--- config.mk ---
export PLATFORM = sky130hd
export DESIGN_NAME = tadc_div
export DESIGN_NICKNAME = d
export VERILOG_FILES = /design/src/rtl/core/tadc_pkg.sv /design/src/rtl/core/tadc_div.sv
export SDC_FILE = /design/constraint.sdc
export NUM_CORES = 1
export LEC_CHECK = 0
export BUFFER_PORTS_ARGS = -buffer_cell sky130_fd_sc_hd__buf_4
export CAP_MARGIN = 40
export CORE_AREA = 2 2 147 149
export DETAILED_ROUTE_END_ITERATION = 10
export DIE_AREA = 0 0 149 151
export MAX_ROUTING_LAYER = met4
export PLACE_DENSITY = 0.69
export SKIP_CTS_REPAIR_TIMING = 1
export SLEW_MARGIN = 20
export SYNTH_ARGS = -nofsm -noshare
export SYNTH_HDL_FRONTEND = slang
export SYNTH_SLANG_ARGS = --single-unit
--- constraint.sdc ---
create_clock -name clock -period 3.7 [get_ports clock]
set_clock_uncertainty 0.15 [all_clocks]
set_input_delay 1.11 -clock clock [delete_from_list [all_inputs] [get_ports clock]]
set_output_delay 1.11 -clock clock [all_outputs]
set_load 0.1 [all_outputs]
--- src/rtl/core/tadc_pkg.sv ---
// Shared types and constants for the thermistor ADC to temperature block.
// Used by every module and interface under rtl/core; no dependencies.
package tadc_pkg;

   localparam int ADC_W     = 16;
   localparam int SUM_W     = 23;
   localparam int CNT_W     = 7;
   localparam int VO_W      = 23;
   localparam int OHMS_W    = 24;
   localparam int TEMP_W    = 16;
   localparam int STATUS_W  = 2;
   localparam int CSR_IDX_W = 3;
   localparam int CSR_DAT_W = 24;

   localparam logic [CNT_W-1:0] MAX_SAMPLES = 7'd64;

   localparam logic [22:0] FULL_SCALE_UV = 23'd4096000;
   localparam logic [14:0] CODE_FULL     = 15'd32767;
   localparam logic [31:0] LN2_Q32       = 32'd2977044472;

   // divider and log unit sizes
   localparam int DIV_NUM_W = 64;
   localparam int DIV_DEN_W = 45;
   localparam int DIV_CNT_W = 6;
   localparam int LOG_IN_W  = 23;
   localparam int LOG_W     = 29;

   localparam int FIFO_DEPTH = 2;
   localparam int FIFO_PTR_W = 1;

   // register indexes
   localparam logic [CSR_IDX_W-1:0] CSR_SAMPLE_COUNT   = 3'd0;
   localparam logic [CSR_IDX_W-1:0] CSR_BALANCE_OHMS   = 3'd1;
   localparam logic [CSR_IDX_W-1:0] CSR_BETA_KELVIN    = 3'd2;
   localparam logic [CSR_IDX_W-1:0] CSR_NOMINAL_CK     = 3'd3;
   localparam logic [CSR_IDX_W-1:0] CSR_SUPPLY_UV      = 3'd4;

   // result status codes
   localparam logic [STATUS_W-1:0] STATUS_OK   = 2'd0;
   localparam logic [STATUS_W-1:0] STATUS_LOW  = 2'd1;
   localparam logic [STATUS_W-1:0] STATUS_HIGH = 2'd2;

   typedef struct packed {
      logic [23:0] balance_ohms;
      logic [15:0] beta_kelvin;
      logic [15:0] nominal_centikelvin;
      logic [21:0] supply_microvolts;
   } cfg_type;

   typedef struct packed {
      logic signed [SUM_W-1:0] sum;
      logic [CNT_W-1:0]        cnt;
   } avg_type;

   typedef struct packed {
      logic                 start;
      logic [DIV_NUM_W-1:0] dividend;
      logic [DIV_DEN_W-1:0] divisor;
   } div_req_type;

   typedef struct packed {
      logic                 busy;
      logic [DIV_NUM_W-1:0] quotient;
   } div_rsp_type;

   typedef struct packed {
      logic                start;
      logic [LOG_IN_W-1:0] x;
   } log_req_type;

   typedef struct packed {
      logic             busy;
      logic [LOG_W-1:0] value;
   } log_rsp_type;

endpackage

--- src/rtl/core/tadc_div.sv ---
// Restoring unsigned divider, one quotient bit per cycle over the whole 64-bit dividend.
// Depends on tadc_pkg.
module tadc_div (
   input  logic                    clock,
   input  logic                    reset,
   input  tadc_pkg::div_req_type   req,
   output tadc_pkg::div_rsp_type   rsp
);
   import tadc_pkg::*;

   logic                    busy_ff, busy_in;
   logic [DIV_CNT_W-1:0]    cnt_ff, cnt_in;
   logic [DIV_NUM_W-1:0]    quo_ff, quo_in;
   logic [DIV_DEN_W:0]      rem_ff, rem_in;
   logic [DIV_DEN_W-1:0]    dvs_ff, dvs_in;
   logic [DIV_DEN_W:0]      rem_sh;
   logic                    ge;

   assign rem_sh = {rem_ff[DIV_DEN_W-1:0], quo_ff[DIV_NUM_W-1]};
   assign ge     = (rem_sh >= {1'b0, dvs_ff});

   always_comb begin
      busy_in = busy_ff;
      cnt_in  = cnt_ff;
      quo_in  = quo_ff;
      rem_in  = rem_ff;
      dvs_in  = dvs_ff;
      if (busy_ff) begin
         rem_in = ge ? rem_sh - {1'b0, dvs_ff} : rem_sh;
         quo_in = {quo_ff[DIV_NUM_W-2:0], ge};
         cnt_in = cnt_ff + DIV_CNT_W'(1);
         if (cnt_ff == '1) begin
            busy_in = 1'b0;
         end
      end else if (req.start) begin
         busy_in = 1'b1;
         cnt_in  = '0;
         quo_in  = req.dividend;
         rem_in  = '0;
         dvs_in  = req.divisor;
      end
   end

   assign rsp.busy     = busy_ff;
   assign rsp.quotient = quo_ff;

   always_ff @(posedge clock) begin
      cnt_ff <= cnt_in;
      quo_ff <= quo_in;
      rem_ff <= rem_in;
      dvs_ff <= dvs_in;
   end

   always_ff @(posedge clock) begin
      if (reset) begin
         busy_ff <= 1'b0;
      end else begin
         busy_ff <= busy_in;
      end
   end

endmodule

# Yosys cells after proc, flatten, opt, wreduce, memory -nomap -nowiden
# Index checks and enable logic that the tools add are counted.
# word_totals
mem_count,0
ram_bits,0
ff_bits,161
input_bits,112
latchBits,0
wordCells,22
rom_bits,0
# op_classes
eq_ne,1
muxes,10
multipliers,0
bitwise_logic,1
n_reduce_logical,2
shifts,0
order_cmp,1
div,0
addsub,2
# ops
op,count
two-way mux 45 bit,3
two-way mux 64 bit,2
greater-or-equal comparator 46 x 45 -> 1 bit,1
subtractor 45 bit,1
two-way mux 6 bit,2
"adder 6 x 1 -> 6 bit, second input constant",1
"== test 6 bit, second input constant",1
two-way mux 1 bit,3
AND reduction 2 bit,1
nonzero test 2 bit,1
inverter 1 bit,1

# Longest topological paths before layout
# logic_depth
depth_word,3
mapped_depth,14
mapped_depth_nobuf,13

# Worst setup path after synthesis
# OpenSTA, ideal clock, no wires.
# synth_timing
kind,input to register
from,in req[109] (netlist name)
to,reg cnt_ff[0] (enable)
n_path_buf,0
arrival_ps,3396
required_ps,3082
setup_ps,468
cell_stages,2
slack_ps,-314
cell_sequence,nor2_1 > inv_1
# synth_via
elab_chain_len,1
# synth_rtl
element,line_no,source
from (decl),tadc_div.sv:6,"input tadc_pkg::div_req_type req,"
nonzero test 2 bit (no line),n/a,
to (signal assigned),tadc_div.sv:48,cnt_ff <= cnt_in;
to (decl),tadc_div.sv:12,"logic [DIV_CNT_W-1:0] cnt_ff, cnt_in;"
# Every way passes these cells.
# A chain may end at the register's enable or synchronous reset.

# Worst setup path after layout
# layout_timing
from,reg quo_ff[63]
to,"reg rem_ff[17], data pin"
# layout_via
elab_chain_len,3
# layout_rtl
element,line_no,source
from (decl),tadc_div.sv:13,"logic [DIV_NUM_W-1:0] quo_ff, quo_in;"
from (signal assigned),tadc_div.sv:49,quo_ff <= quo_in;
subtractor 45 bit or greater-or-equal comparator 46 x 45 -> 1 bit (tied branches),"tadc_div.sv:29, tadc_div.sv:20",
two-way mux 45 bit *,tadc_div.sv:29,"rem_in = ge ? rem_sh - {1'b0, dvs_ff} : rem_sh;"
two-way mux 45 bit *,tadc_div.sv:28,if (busy_ff) begin
to (signal assigned),tadc_div.sv:50,rem_ff <= rem_in;
to (decl),tadc_div.sv:14,"logic [DIV_DEN_W:0] rem_ff, rem_in;"
# Every way passes the cells marked *; elsewhere a longest branch is shown, timed or not.

==> results by group <==
GRT
  • Grt ovf: 0
  • First-pass GRT wire length: 35.6 mm
  • Gr usage total: 21.0%
  • Vias in the first global route: 6864
  • Initial antenna violation count: 0
  • Largest net degree at the start of global routing: 67

Floorplan
  • Total die area: 22500 um2
  • Core Rows: 53
  • Starting Density: 44.5%
  • Io pins: 177
  • Chip height: 151 um
  • Die X: 149 um
  • CORE AREA: 20800 um2

CTS
  • Clock Tree Buf Depth: 2
  • Clock sink count: 161
  • H-tree levels: 4
  • Clk slew on worst S/H paths: 80 ps
  • CTS tree: yes
  • Clock latency at the later pin of the worst-skew pair: 440 ps
  • CTS Root Cell: clkbuf_16
  • CTS Buf Count: 17

Final layout
  • Post-Layout Inst Area: 11500 um2
  • # nets final: 1131
  • Most common cell after layout, fill and taps aside: buf_4
  • Fillcell total: 1837
  • Most frequent cells in the layout: 188 x buf_4, 160 x edfxtp_1, 66 x nor2_1
  • Layout cell share with drive strength beyond 1: 31.8%
  • Antenna Cells: 0
  • Area growth from synthesis to layout: 24.3%

Yosys
  • EDFF count, synth: 160
  • Syn Area/Cell: 11.6 um2
  • Syn Nets: 957
  • Sequential share of the synthesized area: 52.1%
  • Main flop type after synthesis: edfxtp_1
  • Number of library cell types mapped by synthesis: 67
  • Post-Syn Instances: 798
  • Async set-or-reset flop fraction in the synthesized netlist: 0%
  • Post-Syn Area: 9270 um2
  • YS warnings: 0
  • Number of synthesized register bits: 161

Run status
  • Outcome: complete, no violations

Drt
  • Wirelength, routed: 22.4 mm
  • DR WL/cell: 17.8 um
  • First drt pass iteration count: 5
  • Remaining antenna violation count after routing: 0
  • Residual DRC: 0
  • Via/cell ratio: 5.40
  • Vias: 6808
  • DR iter-0 viols: 408

Power and ir drop
  • Switching pwr: 2.52 mW
  • Overall Power: 6.52 mW
  • Power Density: 566 nW/um2
  • Design internal power: 4.01 mW
  • Logic pwr share: 35.9%
  • Clock share of power: 27.2%
  • Maximum VDD drop: 0.296 mV
  • Switching Share: 38.6%
  • Sequential share of power: 36.9%
  • Static Leak: 4.80 nW

Worst hold path
  • Hold depth: 1
  • Worst hold path type: flop to flop

Timing
  • Slew @ Worst Pin: 684 ps
  • Fin. Hold Viols: 0
  • RSZ-0062 raised after global routing: no
  • Final critical-path required period: 3480 ps
  • Setup ws final: 217 ps
  • Peak Freq: 287 MHz
  • Slew Limit Headroom: 54.4%
  • Final setup fails: 0
  • Sum Neg Setup Slack: 0 ps
  • Max-slew violations: 0
  • Period utilisation layout: 94.1%

Place
  • Post-DP Area: 10900 um2
  • Routability cong.: 0.916
  • PortBufs: 176
  • Dpl hpwl: 16.3 mm
  • Worst slack, placed: 150 ps

Setup path
  • Critical path endpoint category: flop
  • Cell mode on critical path: inv_1
  • Crit path launch type: flop
  • WP data required: 3730 ps
  • CP Cell Sequence: inv_1 -> ha_1 -> inv_1 -> fa_1 -> a211oi_2 -> o211ai_2 -> nand4_1 -> a21oi_1 -> or3b_4 -> o211ai_4 -> nand2_8 -> buf_12 -> mux2i_1 -> nor2_1
  • Worst Path Arrival: 3510 ps
  • Slowest CP cell: fa_1
  • CP Class: flop to flop
  • Largest stage delay, worst path: 430 ps
  • FF-to-FF path depth: 14
  • Maximum fanout along the worst path: 28

Job
  • Max Cap Violations: 0
==> worst max-delay path: cells and delay by family, from the launching register on <==
family	cells	cell delay (ps)
DFF	1	420
AOI/OAI and AO/OA	4	740
adders and majority gates	2	590
buffers and inverters	3	360
muxes	1	170
and+or+nand+nor	4	750
==> area by class of cell <==
| type | instances | area (um2) | area share (%) |
|---|---|---|---|
| clock buffer | 18 | 429 | 3.73 |
| clock inverter | 14 | 163 | 1.41 |
| multi-input combinational | 540 | 4070 | 35.3 |
| timing repair buffer | 190 | 1450 | 12.6 |
| inverter | 62 | 236 | 2.05 |
| sequential | 161 | 4830 | 41.9 |
| tap | 275 | 344 | 2.99 |
==> Yosys cell counts (all sizes together) (18+ instances only) <==
library cell | count | share of area (%)
edfxtp | 160 | 52
nor2 | 67 | 2.9
mux2 | 63 | 7.7
inv | 61 | 2.5
a21oi | 57 | 3.2
ha | 46 | 6.2
nand2 | 43 | 1.9
o21ai | 27 | 1.5
xnor2 | 26 | 2.5
clkbuf | 24 | 0.99
nand3 | 24 | 1.3
mux2i | 22 | 2.4
a21o | 18 | 1.5
==> power groups by stage <==
stage	clock network, mW	registers [mW]	logic [mW]
floorplan	0	2.93	1.29
CTS	1.81	2.41	2.33
finish	1.77	2.41	2.34
global placement	0	2.44	2.30
global route	1.88	2.43	2.53
detailed placement	0	2.44	2.32
==> layer usage <==
layer,wire length [um],GRT usage (%),vias to the layer above
met5,0,-,-
met4,302,6.67,0
met3,1620,5.33,25
met2,10600,33.4,242
met1,9850,26.4,3240
li1,-,-,3301
==> metrics by stage <==
step | hold slack [ps] | utilization, % | std cells
2_1_floorplan | 400 | - | 798
4_1_cts | 437 | 55.2 | 1260
3_5_place_dp | 418 | 52.4 | 1228
6_report | 434 | 55.3 | 1260
5_1_grt | 454 | 55.3 | 1260
3_3_place_gp | 407 | 52.4 | 1228
==> state kept, by name, indices dropped and copies added (netlist names) <==
register	count
dvs_ff	45
rem_ff	45
quo_ff	64
busy_ff	1
cnt_ff	6
==> kinds of logic after synthesis <==
group	count (synthesis)	synth area share, %
adders and majority gates	47	6.43
buffers and inverters	97	4.41
xor gates and xnor gates	43	4.06
AOI/OAI and AO/OA	172	12.9
DFF	161	52.1
muxes	85	10.0
and+or+nand+nor	193	10.1
==> worst paths after layout <==
path	from	to	slack, ps
hold / removal	quo_ff[60]	quo_ff[61]	430
setup / recovery	quo_ff[63]	rem_ff[17]	220
setup reg to reg	quo_ff[63]	rem_ff[17]	220
hold reg to reg	quo_ff[60]	quo_ff[61]	430
Power figures use the tool's default switching activity.
