<file path="src/rtl/core/tadc_pkg.sv">
// Shared types and constants for the thermistor ADC to temperature block.
// Used by every module and interface under rtl/core; no dependencies.
package tadc_pkg;

   localparam int ADC_W     = 16;
   localparam int SUM_W     = 23;
   localparam int CNT_W     = 7;
   localparam int VO_W      = 23;
   localparam int OHMS_W    = 24;
   localparam int TEMP_W    = 16;
   localparam int STATUS_W  = 2;
   localparam int CSR_IDX_W = 3;
   localparam int CSR_DAT_W = 24;

   localparam logic [CNT_W-1:0] MAX_SAMPLES = 7'd64;

   localparam logic [22:0] FULL_SCALE_UV = 23'd4096000;
   localparam logic [14:0] CODE_FULL     = 15'd32767;
   localparam logic [31:0] LN2_Q32       = 32'd2977044472;

   // divider and log unit sizes
   localparam int DIV_NUM_W = 64;
   localparam int DIV_DEN_W = 45;
   localparam int DIV_CNT_W = 6;
   localparam int LOG_IN_W  = 23;
   localparam int LOG_W     = 29;

   localparam int FIFO_DEPTH = 2;
   localparam int FIFO_PTR_W = 1;

   // register indexes
   localparam logic [CSR_IDX_W-1:0] CSR_SAMPLE_COUNT   = 3'd0;
   localparam logic [CSR_IDX_W-1:0] CSR_BALANCE_OHMS   = 3'd1;
   localparam logic [CSR_IDX_W-1:0] CSR_BETA_KELVIN    = 3'd2;
   localparam logic [CSR_IDX_W-1:0] CSR_NOMINAL_CK     = 3'd3;
   localparam logic [CSR_IDX_W-1:0] CSR_SUPPLY_UV      = 3'd4;

   // result status codes
   localparam logic [STATUS_W-1:0] STATUS_OK   = 2'd0;
   localparam logic [STATUS_W-1:0] STATUS_LOW  = 2'd1;
   localparam logic [STATUS_W-1:0] STATUS_HIGH = 2'd2;

   typedef struct packed {
      logic [23:0] balance_ohms;
      logic [15:0] beta_kelvin;
      logic [15:0] nominal_centikelvin;
      logic [21:0] supply_microvolts;
   } cfg_type;

   typedef struct packed {
      logic signed [SUM_W-1:0] sum;
      logic [CNT_W-1:0]        cnt;
   } avg_type;

   typedef struct packed {
      logic                 start;
      logic [DIV_NUM_W-1:0] dividend;
      logic [DIV_DEN_W-1:0] divisor;
   } div_req_type;

   typedef struct packed {
      logic                 busy;
      logic [DIV_NUM_W-1:0] quotient;
   } div_rsp_type;

   typedef struct packed {
      logic                start;
      logic [LOG_IN_W-1:0] x;
   } log_req_type;

   typedef struct packed {
      logic             busy;
      logic [LOG_W-1:0] value;
   } log_rsp_type;

endpackage

</file>
<file path="src/rtl/core/tadc_log2.sv">
// Iterative log2 in Q24: normalize one bit per cycle, then 24 squarings.
// Depends on tadc_pkg.
module tadc_log2 (
   input  logic                    clock,
   input  logic                    reset,
   input  tadc_pkg::log_req_type   req,
   output tadc_pkg::log_rsp_type   rsp
);
   import tadc_pkg::*;

   localparam int M_W = 31;

   logic              busy_ff, busy_in;
   logic              squaring_ff, squaring_in;
   logic [M_W-1:0]    m_ff, m_in;
   logic [4:0]        k_ff, k_in;
   logic [23:0]       frac_ff, frac_in;
   logic [4:0]        iter_ff, iter_in;
   logic [2*M_W-1:0]  sq;
   logic [31:0]       sq_hi;

   assign sq    = m_ff * m_ff;
   assign sq_hi = sq[2*M_W-1:30];

   always_comb begin
      busy_in     = busy_ff;
      squaring_in = squaring_ff;
      m_in        = m_ff;
      k_in        = k_ff;
      frac_in     = frac_ff;
      iter_in     = iter_ff;
      if (busy_ff) begin
         if (!squaring_ff) begin
            if (m_ff[M_W-1] || k_ff == '0) begin
               squaring_in = 1'b1;
               iter_in     = '0;
            end else begin
               m_in = {m_ff[M_W-2:0], 1'b0};
               k_in = k_ff - 5'd1;
            end
         end else begin
            // mantissa stays in [1,2) as Q30; an overflow past 2 yields a one bit
            if (sq_hi[31]) begin
               m_in    = sq_hi[31:1];
               frac_in = {frac_ff[22:0], 1'b1};
            end else begin
               m_in    = sq_hi[30:0];
               frac_in = {frac_ff[22:0], 1'b0};
            end
            iter_in = iter_ff + 5'd1;
            if (iter_ff == 5'd23) begin
               busy_in = 1'b0;
            end
         end
      end else if (req.start) begin
         busy_in     = 1'b1;
         squaring_in = 1'b0;
         m_in        = {{(M_W-LOG_IN_W){1'b0}}, req.x};
         k_in        = 5'd30;
         frac_in     = '0;
      end
   end

   assign rsp.busy  = busy_ff;
   assign rsp.value = {k_ff, frac_ff};

   always_ff @(posedge clock) begin
      squaring_ff <= squaring_in;
      m_ff        <= m_in;
      k_ff        <= k_in;
      frac_ff     <= frac_in;
      iter_ff     <= iter_in;
   end

   always_ff @(posedge clock) begin
      if (reset) begin
         busy_ff <= 1'b0;
      end else begin
         busy_ff <= busy_in;
      end
   end

endmodule

</file>
<file path="config.mk">
export PLATFORM = sky130hd
export DESIGN_NAME = tadc_log2
export DESIGN_NICKNAME = d
export VERILOG_FILES = /design/src/rtl/core/tadc_pkg.sv /design/src/rtl/core/tadc_log2.sv
export SDC_FILE = /design/constraint.sdc
export NUM_CORES = 2
export LEC_CHECK = 0
export BUFFER_PORTS_ARGS = -buffer_cell sky130_fd_sc_hd__buf_2
export CAP_MARGIN = 10
export CORE_MARGIN = 5
export CORE_UTILIZATION = 50
export CTS_CLUSTER_SIZE = 10
export DETAILED_ROUTE_END_ITERATION = 12
export PLACE_DENSITY = 0.67
export SYNTH_ARGS = -nofsm -noshare
export SYNTH_HDL_FRONTEND = slang
export SYNTH_SLANG_ARGS = --single-unit
</file>
<file path="constraint.sdc">
create_clock -name clock -period 10.2 [get_ports clock]
set_clock_uncertainty 0.15 [all_clocks]
set_input_delay 2.04 -clock clock [delete_from_list [all_inputs] [get_ports clock]]
set_output_delay 2.04 -clock clock [all_outputs]
set_load 0.005 [all_outputs]
</file>
### Yosys cells after proc, flatten, opt, wreduce, memory -nomap -nowiden

Cells that the tools add are included.

| cells by class | value |
|---|---|
| add/sub/neg operators | 2 |
| multiply operators | 1 |
| equality and inequality tests | 5 |
| muxes and demuxes | 23 |
| reductions and logical operators | 8 |

Operators with widths:

| operator | number |
|---|---|
| 31-bit two-way mux | 5 |
| 24-bit two-way mux | 3 |
| 31-bit by 31-bit multiplier with 62-bit output | 1 |
| 5-bit two-way mux | 6 |
| 1-bit two-way mux | 9 |
| 2-bit AND reduction | 3 |
| 5-bit by 1-bit adder with 5-bit output, second input constant | 1 |
| 5-bit equality test, second input constant | 1 |
| 5-bit logical NOT | 1 |
| 5-bit by 1-bit subtractor with 5-bit output, second input constant | 1 |
| 2-bit != test, second input constant | 2 |
| 2-bit nonzero test | 2 |
| 3-bit != test, second input constant | 1 |
| 3-bit AND reduction | 1 |
| 2-bit by 1-bit != test with 1-bit output, second input constant | 1 |
| 1-bit logical OR | 1 |

| storage, ports and cells | value |
|---|---|
| register bits after elaboration | 67 |
| bits of input ports | 26 |
| output and inout port bits | 30 |

### Longest topological paths before layout

| logic depth | value |
|---|---|
| depth after elaboration | 5 |
| mapped depth | 31 |
| depth with buffers taken out | 27 |

### Worst setup path before layout

Ideal clock, no wire load.

| timing path | value |
|---|---|
| path type | reg-to-reg |
| start | register m_ff[15] |
| end | register m_ff[11], data pin |
| setup time | 0.275 ns |
| arrival | 7.375 ns |
| slack | 2.401 ns |
| cell stages (with the launch flop) | 29 |
| buffers on the path | 4 |
| clock period less this slack | 7.799 ns |
| cell sequence | edfxtp_1 -> clkbuf_1 -> clkbuf_1 -> nand2_1 -> fa_1 -> inv_1 -> fa_1 -> fa_1 -> inv_1 -> fa_1 -> inv_1 -> fa_1 -> fa_1 -> fa_1 -> inv_1 -> fa_1 -> inv_1 -> ha_1 -> buf_2 -> a2111oi_2 -> nand2_1 -> o22ai_1 -> o21ai_1 -> a21oi_2 -> o31ai_4 -> xnor2_2 -> buf_2 -> mux2i_1 -> o221ai_1 |

| on the way | value |
|---|---|
| word-level cells in the longest chain between the ends | 4 |

Ends and longest elaborated chain:

| item | RTL line | RTL |
|---|---|---|
| start, declared | tadc_log2.sv:15 | `logic [M_W-1:0] m_ff, m_in;` |
| start signal, assigned | tadc_log2.sv:69 | `m_ff <= m_in;` |
| 31-bit by 31-bit multiplier with 62-bit output | tadc_log2.sv:22 | `assign sq = m_ff * m_ff;` |
| 31-bit two-way mux | tadc_log2.sv:43 | `if (sq_hi[31]) begin` |
| 31-bit two-way mux | tadc_log2.sv:33 | `if (!squaring_ff) begin` |
| 31-bit two-way mux | tadc_log2.sv:32 | `if (busy_ff) begin` |
| named net m_in[11] | tadc_log2.sv:15 |  |

The timed path passes the listed nets, and every way through them passes these cells.
A chain may end at the register's enable or synchronous reset.

### Worst setup path after layout

| timing path | value |
|---|---|
| start | register m_ff[8] |
| end | register m_ff[27], data pin |

| on the way | value |
|---|---|
| word-level cells in the longest chain between the ends | 4 |

Ends and longest elaborated chain:

| item | RTL line |
|---|---|
| 31-bit by 31-bit multiplier with 62-bit output | tadc_log2.sv:22 |
| 31-bit two-way mux | tadc_log2.sv:43 |
| 31-bit two-way mux | tadc_log2.sv:33 |
| 31-bit two-way mux | tadc_log2.sv:32 |

Every way passes these cells.

==> impl_results.md <==
* Outcome: finished clean
* Hold_ws at roughly 0.40 ns
* IO buf count at 55
* Reg2Reg Capture Point: m_ff[27]
* # resized after CTS at 0
* TritonRoute pass-1 iters at 5
* Largest net degree at the start of global routing at 62
* Hold EP: frac_ff[14]
* Post-Syn Area per Cell at around 9.4 um2
* Via count at roughly 21,000
* Pins Over Slew Limit at 0
* WL final at 77,300 um
* Post-Route Setup TNS at 0 ns
* Synth Register Bits at 67
* Detailed placement HPWL at 63,800 um
* Hold path depth at 1
* Post-synth top flop: edfxtp_1
* Min Tclk post-route at 9.09 ns
* Routability cong. at 0.928
* CP startpoint kind: register
* R2R Setup Slk at 1.11 ns
* Layout overhead on the synthesized area at 4.54%
* Core area at 60,200 um2
* Post-synth EDFFs at 66
* Most common cell in the netlist: inv_1
* Wire length per cell at 19.3 um
* Worst Path Max Fanout at 17
* Synth Instances at 3,236
* Top cell type's share of synthesized area at 49.5%
* CTS clk-pin slew, worst paths at around 0.060 ns
* Root Buffer: clkbuf_16
* Final Cycle Share at 89.1%
* Max cap viols at 0
* Rows at 90
* Drc violations at 0
* Endpoints failing setup at 0
* IO Pins at 56
* Hold wc startpoint: frac_ff[13]
* Mapped Area at roughly 30,000 um2
* RSZ-0062 raised after global routing: false
* Hold Vio Cnt, Final at 0
* Yosys cell types at 80
* First-pass GRT wire length at 127,000 um
* Routed Antenna Nets at 0
* Total Die Area at 65,800 um2
* Critical-path cell with the highest stage delay: edfxtp_1
* Hold Crit Class: register to register
* Initial antenna violation count at 12
* Top cells by area, synth: fa_1, inv_1, ha_1
* Syn_nets at 4,277
* Least-Margin Pin Slew at approximately 1.2 ns
* Ys async rst share at 0%
* Gr usage total at 24.4%
* CTS tree: built
* Share of layout cells above drive strength 1 at between 4 and 5%
* CP top delay family: adder cells
* Clock insertion delay at the later pin of the skew report at approximately 0.33 ns
* Commonest cells post-synth: inv_1, fa_1, nand2_1
* Headroom to the max-slew limit at roughly a fifth
* Nets at about 4,300
* Grt ovf at 0
* R2R cell count at 25
* YS warnings at 0
* Area leader, netlist: fa_1
* Initial Utilization at 50.4%
* CP Buf/Inv Count at 5
* Clock buffer count from CTS at 9
* Die Wd at 257 um
* Seq/Total Area, Yosys at approximately 6.6%
* Critical Path AT at 8.99 ns
* DR iter-0 viols at ~1,500
* CP required at 10.10 ns
* Clock buffer depth at 2
* Vias in the first global route at 23,600
* Reg-to-Reg Start: m_ff[8]
* Vias per inst at 5.29
* Fillers at 5,553
* Htree depth at 3
* Fmax at around 0.11 GHz
* Post-CTS Setup Bufs at 0
* Critical Path End Type: register
* Setup Crit Path Kind: register to register
* Max incr delay on CP at around 1.2 ns
* Fin util at between 50% and 60%
* Cell mode on critical path: fa_1
* CTS Sinks at 67
* Die Height at 257 um
* Post-CTS Hold Fix Bufs at 0
## flip-flops by register name (all words and copies together) (netlist names)
signal / cells
k_ff: 5
frac_ff: 24
squaring_ff: 1
iter_ff: 5
busy_ff: 1
m_ff: 31
## cells in the final DEF (no fill, tap or decap), types with 32 or more instances in the layout
cell type,instances
nor2_1,101
nand2_1,346
ha_1,264
inv_1,938
fa_1,751
o21ai_0,51
buf_2,55
buf_4,47
edfxtp_1,66
xnor2_1,32
and2_1,198
a21oi_1,79
## kinds of logic after synthesis
| family | synth area share, % |
|---|---|
| XOR/XNOR | 1.72 |
| multiplexers | 0.498 |
| buffers and inverters | 13.4 |
| flip-flops | 6.59 |
| AO/OA/AOI/OAI | 5.88 |
| AND/OR/NAND/NOR | 11.6 |
| adder cells (fa/ha/maj) | 60.3 |
## metal layers
metal	share of wire, %	global-route usage, %	routed length [um]
met1	40	32.4	31100
met2	49	42.2	38100
met3	6.0	2.74	4660
met4	4.2	7.96	3280
met5	0.11	0	85
## worst max-delay path by stage
stage,from,endpoint,slack (ns),depth (start not counted)
2_1_floorplan,m_ff[15],m_ff[11],2.40,28
3_3_place_gp,m_ff[8],m_ff[27],1.27,25
3_5_place_dp,m_ff[8],m_ff[27],1.33,25
4_1_cts,m_ff[8],m_ff[27],1.26,25
5_1_grt,m_ff[11],m_ff[27],0.82,25
6_report,m_ff[8],m_ff[27],1.11,25
## metrics by stage
step / instance area (um2) / setup WS (ns) / cells
2_1_floorplan: 30400 / 2.40 / 3236
4_1_cts: 31800 / 1.26 / 4002
3_5_place_dp: 31500 / 1.33 / 3987
5_1_grt: 31800 / 0.820 / 4004
6_report: 31800 / 1.11 / 4006
3_3_place_gp: 31500 / 1.27 / 3987
## final cells by class
class | instances | area (um2) | area share (%)
antenna | 4 | 10.0 | 0.0315
sequential | 67 | 2000 | 6.31
inverter | 941 | 3530 | 11.1
tap | 782 | 978 | 3.08
timing repair buffer | 103 | 648 | 2.04
clock buffer | 10 | 229 | 0.721
clock inverter | 5 | 45.0 | 0.142
multi-input combinational | 2094 | 24300 | 76.6
## worst reg2reg max path, delay by kind of cell, from the launching register on
kind	cells	cell delay (ns)
fa+ha+maj	9	4.13
buf+inv	5	0.89
xor+xnor	1	0.20
flops	1	1.15
compound gates	8	1.88
simple gates	2	0.41
Power is not shown: default switching activity piles up to over one toggle a cycle in this logic, so the estimate is an artifact.
