`src/rtl/core/tadc_pkg.sv`:
```
// Shared types and constants for the thermistor ADC to temperature block.
// Used by every module and interface under rtl/core; no dependencies.
package tadc_pkg;

   localparam int ADC_W     = 16;
   localparam int SUM_W     = 23;
   localparam int CNT_W     = 7;
   localparam int VO_W      = 23;
   localparam int OHMS_W    = 24;
   localparam int TEMP_W    = 16;
   localparam int STATUS_W  = 2;
   localparam int CSR_IDX_W = 3;
   localparam int CSR_DAT_W = 24;

   localparam logic [CNT_W-1:0] MAX_SAMPLES = 7'd64;

   localparam logic [22:0] FULL_SCALE_UV = 23'd4096000;
   localparam logic [14:0] CODE_FULL     = 15'd32767;
   localparam logic [31:0] LN2_Q32       = 32'd2977044472;

   // divider and log unit sizes
   localparam int DIV_NUM_W = 64;
   localparam int DIV_DEN_W = 45;
   localparam int DIV_CNT_W = 6;
   localparam int LOG_IN_W  = 23;
   localparam int LOG_W     = 29;

   localparam int FIFO_DEPTH = 2;
   localparam int FIFO_PTR_W = 1;

   // register indexes
   localparam logic [CSR_IDX_W-1:0] CSR_SAMPLE_COUNT   = 3'd0;
   localparam logic [CSR_IDX_W-1:0] CSR_BALANCE_OHMS   = 3'd1;
   localparam logic [CSR_IDX_W-1:0] CSR_BETA_KELVIN    = 3'd2;
   localparam logic [CSR_IDX_W-1:0] CSR_NOMINAL_CK     = 3'd3;
   localparam logic [CSR_IDX_W-1:0] CSR_SUPPLY_UV      = 3'd4;

   // result status codes
   localparam logic [STATUS_W-1:0] STATUS_OK   = 2'd0;
   localparam logic [STATUS_W-1:0] STATUS_LOW  = 2'd1;
   localparam logic [STATUS_W-1:0] STATUS_HIGH = 2'd2;

   typedef struct packed {
      logic [23:0] balance_ohms;
      logic [15:0] beta_kelvin;
      logic [15:0] nominal_centikelvin;
      logic [21:0] supply_microvolts;
   } cfg_type;

   typedef struct packed {
      logic signed [SUM_W-1:0] sum;
      logic [CNT_W-1:0]        cnt;
   } avg_type;

   typedef struct packed {
      logic                 start;
      logic [DIV_NUM_W-1:0] dividend;
      logic [DIV_DEN_W-1:0] divisor;
   } div_req_type;

   typedef struct packed {
      logic                 busy;
      logic [DIV_NUM_W-1:0] quotient;
   } div_rsp_type;

   typedef struct packed {
      logic                start;
      logic [LOG_IN_W-1:0] x;
   } log_req_type;

   typedef struct packed {
      logic             busy;
      logic [LOG_W-1:0] value;
   } log_rsp_type;

endpackage

```
`src/rtl/core/tadc_fifo.sv`:
```
// Two-entry queue of finished averages between the front and back ends.
// Depends on tadc_pkg.
module tadc_fifo (
   input  logic                clock,
   input  logic                reset,
   input  logic                push,
   input  tadc_pkg::avg_type   push_data,
   output logic                full,
   input  logic                pop,
   output tadc_pkg::avg_type   pop_data,
   output logic                empty
);
   import tadc_pkg::*;

   avg_type                 entry_ff [FIFO_DEPTH];
   logic [FIFO_PTR_W-1:0]   wr_ptr_ff, wr_ptr_in;
   logic [FIFO_PTR_W-1:0]   rd_ptr_ff, rd_ptr_in;
   logic [FIFO_PTR_W:0]     count_ff, count_in;
   logic                    do_push, do_pop;

   assign full     = (count_ff == (FIFO_PTR_W+1)'(FIFO_DEPTH));
   assign empty    = (count_ff == '0);
   assign do_push  = push && !full;
   assign do_pop   = pop && !empty;
   assign pop_data = entry_ff[rd_ptr_ff];

   always_comb begin
      wr_ptr_in = do_push ? wr_ptr_ff + FIFO_PTR_W'(1) : wr_ptr_ff;
      rd_ptr_in = do_pop ? rd_ptr_ff + FIFO_PTR_W'(1) : rd_ptr_ff;
      count_in  = count_ff + (FIFO_PTR_W+1)'(do_push) - (FIFO_PTR_W+1)'(do_pop);
   end

   always_ff @(posedge clock) begin
      if (do_push) begin
         entry_ff[wr_ptr_ff] <= push_data;
      end
   end

   always_ff @(posedge clock) begin
      if (reset) begin
         wr_ptr_ff <= '0;
         rd_ptr_ff <= '0;
         count_ff  <= '0;
      end else begin
         wr_ptr_ff <= wr_ptr_in;
         rd_ptr_ff <= rd_ptr_in;
         count_ff  <= count_in;
      end
   end

endmodule

```
`config.mk`:
```
export PLATFORM = sky130hd
export DESIGN_NAME = tadc_fifo
export DESIGN_NICKNAME = d
export VERILOG_FILES = /design/src/rtl/core/tadc_pkg.sv /design/src/rtl/core/tadc_fifo.sv
export SDC_FILE = /design/constraint.sdc
export NUM_CORES = 1
export LEC_CHECK = 0
export ABC_AREA = 1
export BUFFER_PORTS_ARGS = -buffer_cell sky130_fd_sc_hd__buf_2
export CAP_MARGIN = 40
export CORE_ASPECT_RATIO = 1.5
export CORE_MARGIN = 5
export CORE_UTILIZATION = 35
export CTS_BUF_LIST = sky130_fd_sc_hd__clkbuf_4
export CTS_CLUSTER_SIZE = 28
export DETAILED_ROUTE_END_ITERATION = 8
export GPL_TIMING_DRIVEN = 0
export PLACE_DENSITY = 0.69
export SYNTH_ARGS = -nofsm -noshare
export SYNTH_HDL_FRONTEND = slang
export SYNTH_SLANG_ARGS = --single-unit
```
`constraint.sdc`:
```
create_clock -name clock -period 2.1 [get_ports clock]
set_input_delay 0.21 -clock clock [delete_from_list [all_inputs] [get_ports clock]]
set_output_delay 0.21 -clock clock [all_outputs]
set_load 0.02 [all_outputs]
```
After elaboration in Yosys (flattened, before gate mapping). Memories as Yosys holds them, arrays and structs flattened. A register that Yosys moved wholly into a read port is not among the register bits. Cells that the tools add are included.

Equal/unequal tests: 1. Multiplexer cells: 4. Add/subtract/negate cells: 4. Reductions and logical operators: 5.

Operators by type and width (count): 1-bit two-way mux (4); 1-bit adder, second input constant (2); 2-bit by 1-bit adder with 2-bit output (1); 2-bit == test, second input constant (1); 1-bit logical AND (2); 1-bit logical NOT (2); 2-bit logical NOT (1); 2-bit by 1-bit subtractor with 2-bit output (1).

Word-level logic and storage cells: 18. Input port bits: 34. Memories: 1. Memory bits (writable): 60. Bits in registers: 4.

Memory list: entry_ff (words 2, bits a word 30, rd ports 1, clocked after Yosys merged registers in 1, write ports 1, line tadc_fifo.sv:15) `avg_type entry_ff [FIFO_DEPTH];`.

Longest topological paths before layout. Gate-level depths: netlist (run 1).

Word-level depth: 5. Mapped depth: 11. Depth with buffers taken out: 11.

Least setup slack after synthesis (run 1). OpenSTA, ideal clock, no wires.

Kind: reg-to-reg. Start point: register count_ff[0]. End point: memory entry_ff[0][0] (netlist bit) (enable). Period minus slack after synthesis: 2.248 ns. Buffers on the path: 0. Stages on the path, launching flop included: 5. Arrival time: 1.832 ns. Required time: 1.683 ns. Setup time: 0.417 ns. Setup slack: -0.148 ns. Cell sequence: dfxtp_1 -> inv_1 -> nand2_1 -> nand2_1 -> nor2_1.

Word-level cells in the longest chain between the ends: 5.

Ends and longest elaborated chain: from (decl) (line tadc_fifo.sv:18) `logic [FIFO_PTR_W:0] count_ff, count_in;`; from (signal assigned) (line tadc_fifo.sv:47) `count_ff <= count_in;`; 2-bit == test (line tadc_fifo.sv:21) `assign full = (count_ff == (FIFO_PTR_W+1)'(FIFO_DEPTH));`; 1-bit logical NOT (line tadc_fifo.sv:23) `assign do_push = push && !full;`; 1-bit logical AND (line tadc_fifo.sv:23); 1-bit two-way mux (line tadc_fifo.sv:34) `if (do_push) begin`; 1-bit two-way mux (implied by the code) (line tadc_fifo.sv:35) `entry_ff[wr_ptr_ff] <= push_data;`; to (decl) (line tadc_fifo.sv:15).

Every way passes these cells.

Final worst setup path (run 1).
Start point: register count_ff[0]. End point: memory entry_ff[1][9] (netlist bit) (enable).

The elaborated chain is that of the path after synthesis.

==> results.rst, run 1 <==
.. list-table::
   :header-rows: 1

   * - Metric
     - Value
   * - Antenna-violating nets left
     - 0
   * - Met2 wirelength from detailed routing
     - 2.76 mm
   * - Number of antenna violations at the first check in global routing
     - 0
   * - TritonCTS clock tree
     - done
   * - Number of hold violations in the final report
     - 0
   * - Total track usage
     - 11.3%
   * - Count of vias placed by the detailed router
     - 1,461
   * - Final weighted congestion of routability-driven global placement
     - 0.688
   * - Initial DRC count
     - 66
   * - CTS resizes
     - 0
   * - Fraction of final layout cells with drive strength greater than 1
     - 47.6%
   * - Global-route wire length before repair
     - 7.49 mm
   * - Clock transition at the registers of the reported paths
     - 0.10 ns
   * - RSZ-0062 raised after global routing
     - no
   * - EDFF count, synth
     - 60
   * - Inserted Diodes
     - 0
   * - Area growth syn-to-layout
     - 38.7%
   * - Kind of launch point of the worst setup path
     - flip-flop
   * - Max-cap check violation count
     - 0
   * - Fraction of the yosys area taken by sequential cells
     - 75.0%
   * - Average routed wire per standard cell
     - 13.7 um
   * - Number of inserted filler cells in the final layout
     - 610
   * - Die Ht
     - 114 um
   * - Number of nets in the finished design
     - 277
   * - Flip-flop and latch count after synthesis
     - 65
   * - Die footprint
     - 9090 um^2
   * - Yosys top cell area share
     - 71.0%
   * - Total of warnings raised by yosys
     - 0
   * - Amount of wire on met3 after detailed routing
     - 187 um
   * - Slew margin rel.
     - 51.3%
   * - Placeable core region
     - 7180 um^2
   * - Maximum vdd drop
     - 0.000594 V
   * - Detailed-route DRC error count
     - 0
   * - Util after Layout
     - 49.0%
   * - Max H-tree Level
     - 3
   * - Initial Util
     - 35.3%
   * - Critical Path End Type
     - flip-flop
   * - Vias in the first global route
     - 1,608
   * - Final critical-path share of the clock period
     - 81.9%
   * - Maximum number of pins on one net before global-route repair
     - 17
   * - Horizontal extent of the die
     - 79.5 um
   * - Setup Crit Path Kind
     - reg2reg
   * - Dpl cell area
     - 3050 um^2
   * - Status
     - completed
   * - Number of placement rows
     - 38
   * - Power per standard cell area
     - 1120 nW/um^2
   * - Post-Route Skew
     - 0.0121 ns
   * - Achievable clock frequency
     - 0.581 GHz
   * - Number of CTS-inserted buffers
     - 9
   * - Most numerous cell in the Yosys netlist
     - edfxtp_1
   * - Gate count after technology mapping
     - 132
   * - Proportion of register bits with asynchronous set or reset after synthesis
     - 0%
   * - Worst path arrival time
     - 1.85 ns
   * - Biggest area contributors in the synthesized netlist
     - edfxtp_1, mux2_4, dfxtp_1
   * - Max-slew violation count
     - 0
   * - Ys flop type
     - edfxtp_1
   * - Final setup fails
     - 0
   * - Met1 routed wirelength after detailed routing
     - 1.64 mm
   * - Total length of routed wires
     - 4.76 mm
   * - Number of port buffers
     - 65
   * - Clock latency of the later-clocked register in the worst-skew pair
     - 0.40 ns
   * - # IOs
     - 66
   * - Minimum period implied by the final worst setup slack
     - 1.72 ns
   * - Crit-path max FO
     - 16
   * - Clk root buf
     - clkbuf_4
   * - Top cells by count, synth
     - edfxtp_1, mux2_4, inv_1
   * - Pre-antenna DRT Iters
     - 4
   * - Synth area leader
     - edfxtp_1
   * - Leakage
     - 0.00144 uW
   * - Via density per instance
     - 4.22
   * - Estimated wirelength of the detail-placed design
     - 3.20 mm
   * - Number of distinct standard cells referenced by the synthesized netlist
     - 10
   * - Synthesized area
     - 2540 um^2
   * - Net count of the mapped netlist
     - 168
   * - Classification of the worst-slack hold path
     - in2reg
   * - Congestion Overflow GR
     - 0
   * - Required arrival time at the worst endpoint
     - 2.23 ns
   * - Number of buffers between clock root and the deepest sink
     - 2
   * - Transition at the pin with the smallest max-transition slack
     - 0.730 ns
   * - Synthesized area per cell
     - 19.2 um^2
   * - Top routing layer in use
     - met4
   * - Number of clock sinks
     - 65
   * - Non-Filler Cell Area, Final
     - 3520 um^2
## power by group
group	internal [uW]	total [uW]	switching, uW
combinational	603	1290	687
clock	490	923	433
sequential	1640	1710	66.7
total	2740	3930	1190
## sequential cells by signal, indices dropped and copies added (netlist names), named ones only
name and count:
rd_ptr_ff 1, wr_ptr_ff 1, count_ff 2, entry_ff 60
## metrics by stage
stage               power (uW)  TNS (ns)  hold WS, ns  setup WS (ns)  cells
global route              4130         0       0.0915          0.213    346
floorplan                 2620         0        0.281          0.342    132
finish                    3930         0       0.0794          0.380    346
CTS                       3990         0       0.0415          0.309    346
global placement          2930     -4.37        0.379         -0.147    297
detailed placement        3010         0        0.382          0.358    299
## critical path, stage by stage (launching register included)
cell,delay (ns)
dfxtp_1,0.36
inv_1,0.06
nand2_1,0.11
nand3_1,0.11
inv_1,0.55
buf_16,0.23
## path summary, 6_finish.rpt
path                     from  slack [ns]        endpoint  depth (start not counted)
hold reg to reg     rd_ptr_ff        0.54       flip-flop                          2
setup reg to reg  count_ff[0]        0.38  entry_ff[1][9]                          5
hold / removal           push        0.08       wr_ptr_ff                          3
setup / recovery  count_ff[0]        0.38  entry_ff[1][9]                          5
## cell type report
class	instances	area (um^2)	area share [%]
Buffer	3	33.8	0.960
Sequential cell	65	1900	54.1
Clock inverter	6	82.6	2.35
Multi-Input combinational cell	54	572	16.3
Clock buffer	10	75.1	2.13
Inverter	10	37.5	1.07
Timing Repair Buffer	98	691	19.6
Tap cell	100	125	3.56
## cells in the final DEF (no fill, tap or decap)
master / instances
bufinv_16: 2
a21oi_1: 2
nor2_1: 8
inv_1: 10
dlygate4sd3_1: 31
clkinv_2: 3
ha_1: 2
buf_16: 2
buf_2: 65
clkinvlp_4: 1
nand3_1: 3
edfxtp_1: 60
dfxtp_1: 5
nand2_1: 8
nor2_4: 1
mux2_4: 30
buf_6: 3
clkbuf_4: 10
## per-layer routing
layer	global-route usage [%]	vias to the layer above
met4	7.91	0
li1	-	708
met3	2.91	11
met5	0	-
met2	20.9	39
met1	10.5	703
## what timing repair did
item | 4_1_cts | 5_1_grt
endpoints found under the hold margin | 61 | 0
hold buffers | 31 | 0
buffers inserted | 0 | 0
## kinds of logic after synthesis
kind of cell    after synthesis  share of synthesized area (%)
compound gates                2                          0.394
simple gates                 20                           3.11
flops                        65                           75.0
fa+ha+maj                     2                          0.986
buf+inv                      13                           2.81
mux                          30                           17.8
No activity file was read; power rests on OpenSTA's default activity.
==> run 2, diff against run 1 <==
Settings changed: PLACE_DENSITY 0.69 to 0.67.
Clock period 2.1 ns to 1.7 ns, I/O delays scaled along.
==> run 2 against run 1 <==
  * Global-route usage fell by 0.34 points
  * Critical endpoint is now pop_data[23]
  * Total power up 16%
  * First-iteration DRC count is 27% lower
  * Critical path depth shrank 2
  * Highest routed layer unchanged
==> results.rst, run 2 (synthesis gave the netlist of run 1 again) <==
.. list-table::
   :header-rows: 1

   * - Metric
     - Value
   * - Count of vias placed by the detailed router
     - 1,420
   * - Max FFs per register
     - 60
   * - Number of CTS-inserted buffers
     - 9
   * - Crit-path max FO
     - 10
   * - Power per standard cell area
     - 1310 nW/um^2
   * - Vias in the first global route
     - 1,528
   * - Critical Path End Type
     - primary output
   * - Clk root buf
     - clkbuf_4
   * - Number of buffers between clock root and the deepest sink
     - 2
   * - Die Ht
     - 114 um
   * - RSZ-0062 raised after global routing
     - yes
   * - Largest registers
     - entry_ff: 60 flops, count_ff: 2 flops
   * - Initial Util
     - 35.3%
   * - Clock latency of the later-clocked register in the worst-skew pair
     - 0.40 ns
   * - Util after Layout
     - 48.5%
   * - Number of placement rows
     - 38
   * - Achievable clock frequency
     - 0.619 GHz
   * - Max-cap check violation count
     - 0
   * - Estimated wirelength of the detail-placed design
     - 3.03 mm
   * - Post-place setup slack
     - -0.0419 ns
   * - Total length of routed wires
     - 4.53 mm
   * - Area growth syn-to-layout
     - 37.3%
   * - Final setup fails
     - 0
   * - Status
     - completed
   * - Most flops, register
     - entry_ff
   * - Post-Route Skew
     - 0.00553 ns
   * - Minimum period implied by the final worst setup slack
     - 1.62 ns
   * - Fraction of final layout cells with drive strength greater than 1
     - 48.6%
   * - Classification of the worst-slack hold path
     - in2reg
   * - Pre-antenna DRT Iters
     - 4
   * - Worst path arrival time
     - 1.45 ns
   * - Number of antenna violations at the first check in global routing
     - 0
   * - Total track usage
     - 11.0%
   * - Required arrival time at the worst endpoint
     - 1.53 ns
   * - Worst hold stages
     - 3
   * - Final critical-path share of the clock period
     - 95.0%
   * - Setup Crit Path Kind
     - reg2out
   * - Count of buffers added by post-CTS timing repair for setup
     - 0
   * - Average routed wire per standard cell
     - 13.1 um
   * - Kind of launch point of the worst setup path
     - flip-flop
   * - Initial DRC count
     - 48
   * - Congestion Overflow GR
     - 0
   * - Global-route wire length before repair
     - 7.13 mm
   * - Slew margin rel.
     - 64.4%
   * - Leakage
     - 0.00142 uW
   * - # IOs
     - 66
   * - Antenna-violating nets left
     - 0
   * - Clock transition at the registers of the reported paths
     - 0.09 ns
   * - Top routing layer in use
     - met4
   * - Amount of wire on met3 after detailed routing
     - 241 um
   * - Detailed-route DRC error count
     - 0
   * - Die footprint
     - 9090 um^2
   * - Max H-tree Level
     - 3
   * - Non-Filler Cell Area, Final
     - 3480 um^2
   * - Dpl cell area
     - 3050 um^2
   * - Number of nets in the finished design
     - 277
   * - Number of hold violations in the final report
     - 0
   * - Maximum vdd drop
     - 0.000899 V
   * - R2r worst-path depth
     - 5
   * - Most frequent cells in the layout
     - buf_2, edfxtp_1, dlygate4sd3_1, mux2_4, clkbuf_4
   * - Number of clock sinks
     - 65
   * - TritonCTS clock tree
     - done
   * - Most common cell after layout, fill and taps aside
     - buf_2
   * - Design Power
     - 4560 uW
   * - Met1 routed wirelength after detailed routing
     - 1.65 mm
   * - Final weighted congestion of routability-driven global placement
     - 0.718
   * - Via density per instance
     - 4.09
   * - Maximum number of pins on one net before global-route repair
     - 17
   * - Max-slew violation count
     - 0
   * - Horizontal extent of the die
     - 79.5 um
   * - Transition at the pin with the smallest max-transition slack
     - 0.533 ns
   * - Post-route worst hold slack
     - 0.0647 ns
   * - Number of port buffers
     - 65
   * - Placeable core region
     - 7180 um^2
   * - Post-layout worst setup margin
     - 0.0844 ns
   * - Met2 wirelength from detailed routing
     - 2.49 mm
==> run 2: path summary, 6_finish.rpt <==
kind	start	end	slack, ns
worst max register to register	count_ff[0]	entry_ff[1][2]	0.15
worst max-delay path	flip-flop	pop_data[23]	0.08
worst min-delay path	push	wr_ptr_ff	0.06
worst min register to register	rd_ptr_ff	rd_ptr_ff	0.52
==> run 2: repair_timing <==
action | 4_1_cts | 5_1_grt
hold buffers | 31 | 0
gates resized for setup | 2 | 2
setup endpoints to repair | 45 | 40
hold endpoints to repair | 62 | 0
==> run 2: area by class of cell <==
type                    instances  area, um^2
fillers                       633        3690
flip-flops and latches         65        1900
repair buffers                 98         691
multi-input cells              54         577
well taps                     100         125
clock buffers                  14         105
inverters                      10        41.3
plain buffers                   3        33.8
diodes                          2        5.00
clock inverters                 1        3.75
==> run 2: per-layer routing <==
layer / track usage (%) / vias up
met4: 8.03 / 0
met1: 10.5 / 661
met3: 3.31 / 15
met2: 19.4 / 37
met5: 0 / -
li1: - / 707
==> run 2: where the power goes <==
| part | internal, uW | total (uW) | switching [uW] |
|---|---|---|---|
| combinational | 749 | 1600 | 847 |
| sequential | 2030 | 2120 | 82.3 |
| clock | 373 | 852 | 479 |
==> run 2: critical path: stages (launching register included) <==
cell	delay, ns
dfxtp_2	0.38
buf_6	0.19
mux2_4	0.31
buf_2	0.16
==> run 2: through the flow <==
step                      cells  setup TNS (ns)
after floorplan             132               0
after global placement      297           -9.71
after detailed placement    299          -0.612
after CTS                   345               0
after global routing        345         -0.0573
final                       347               0
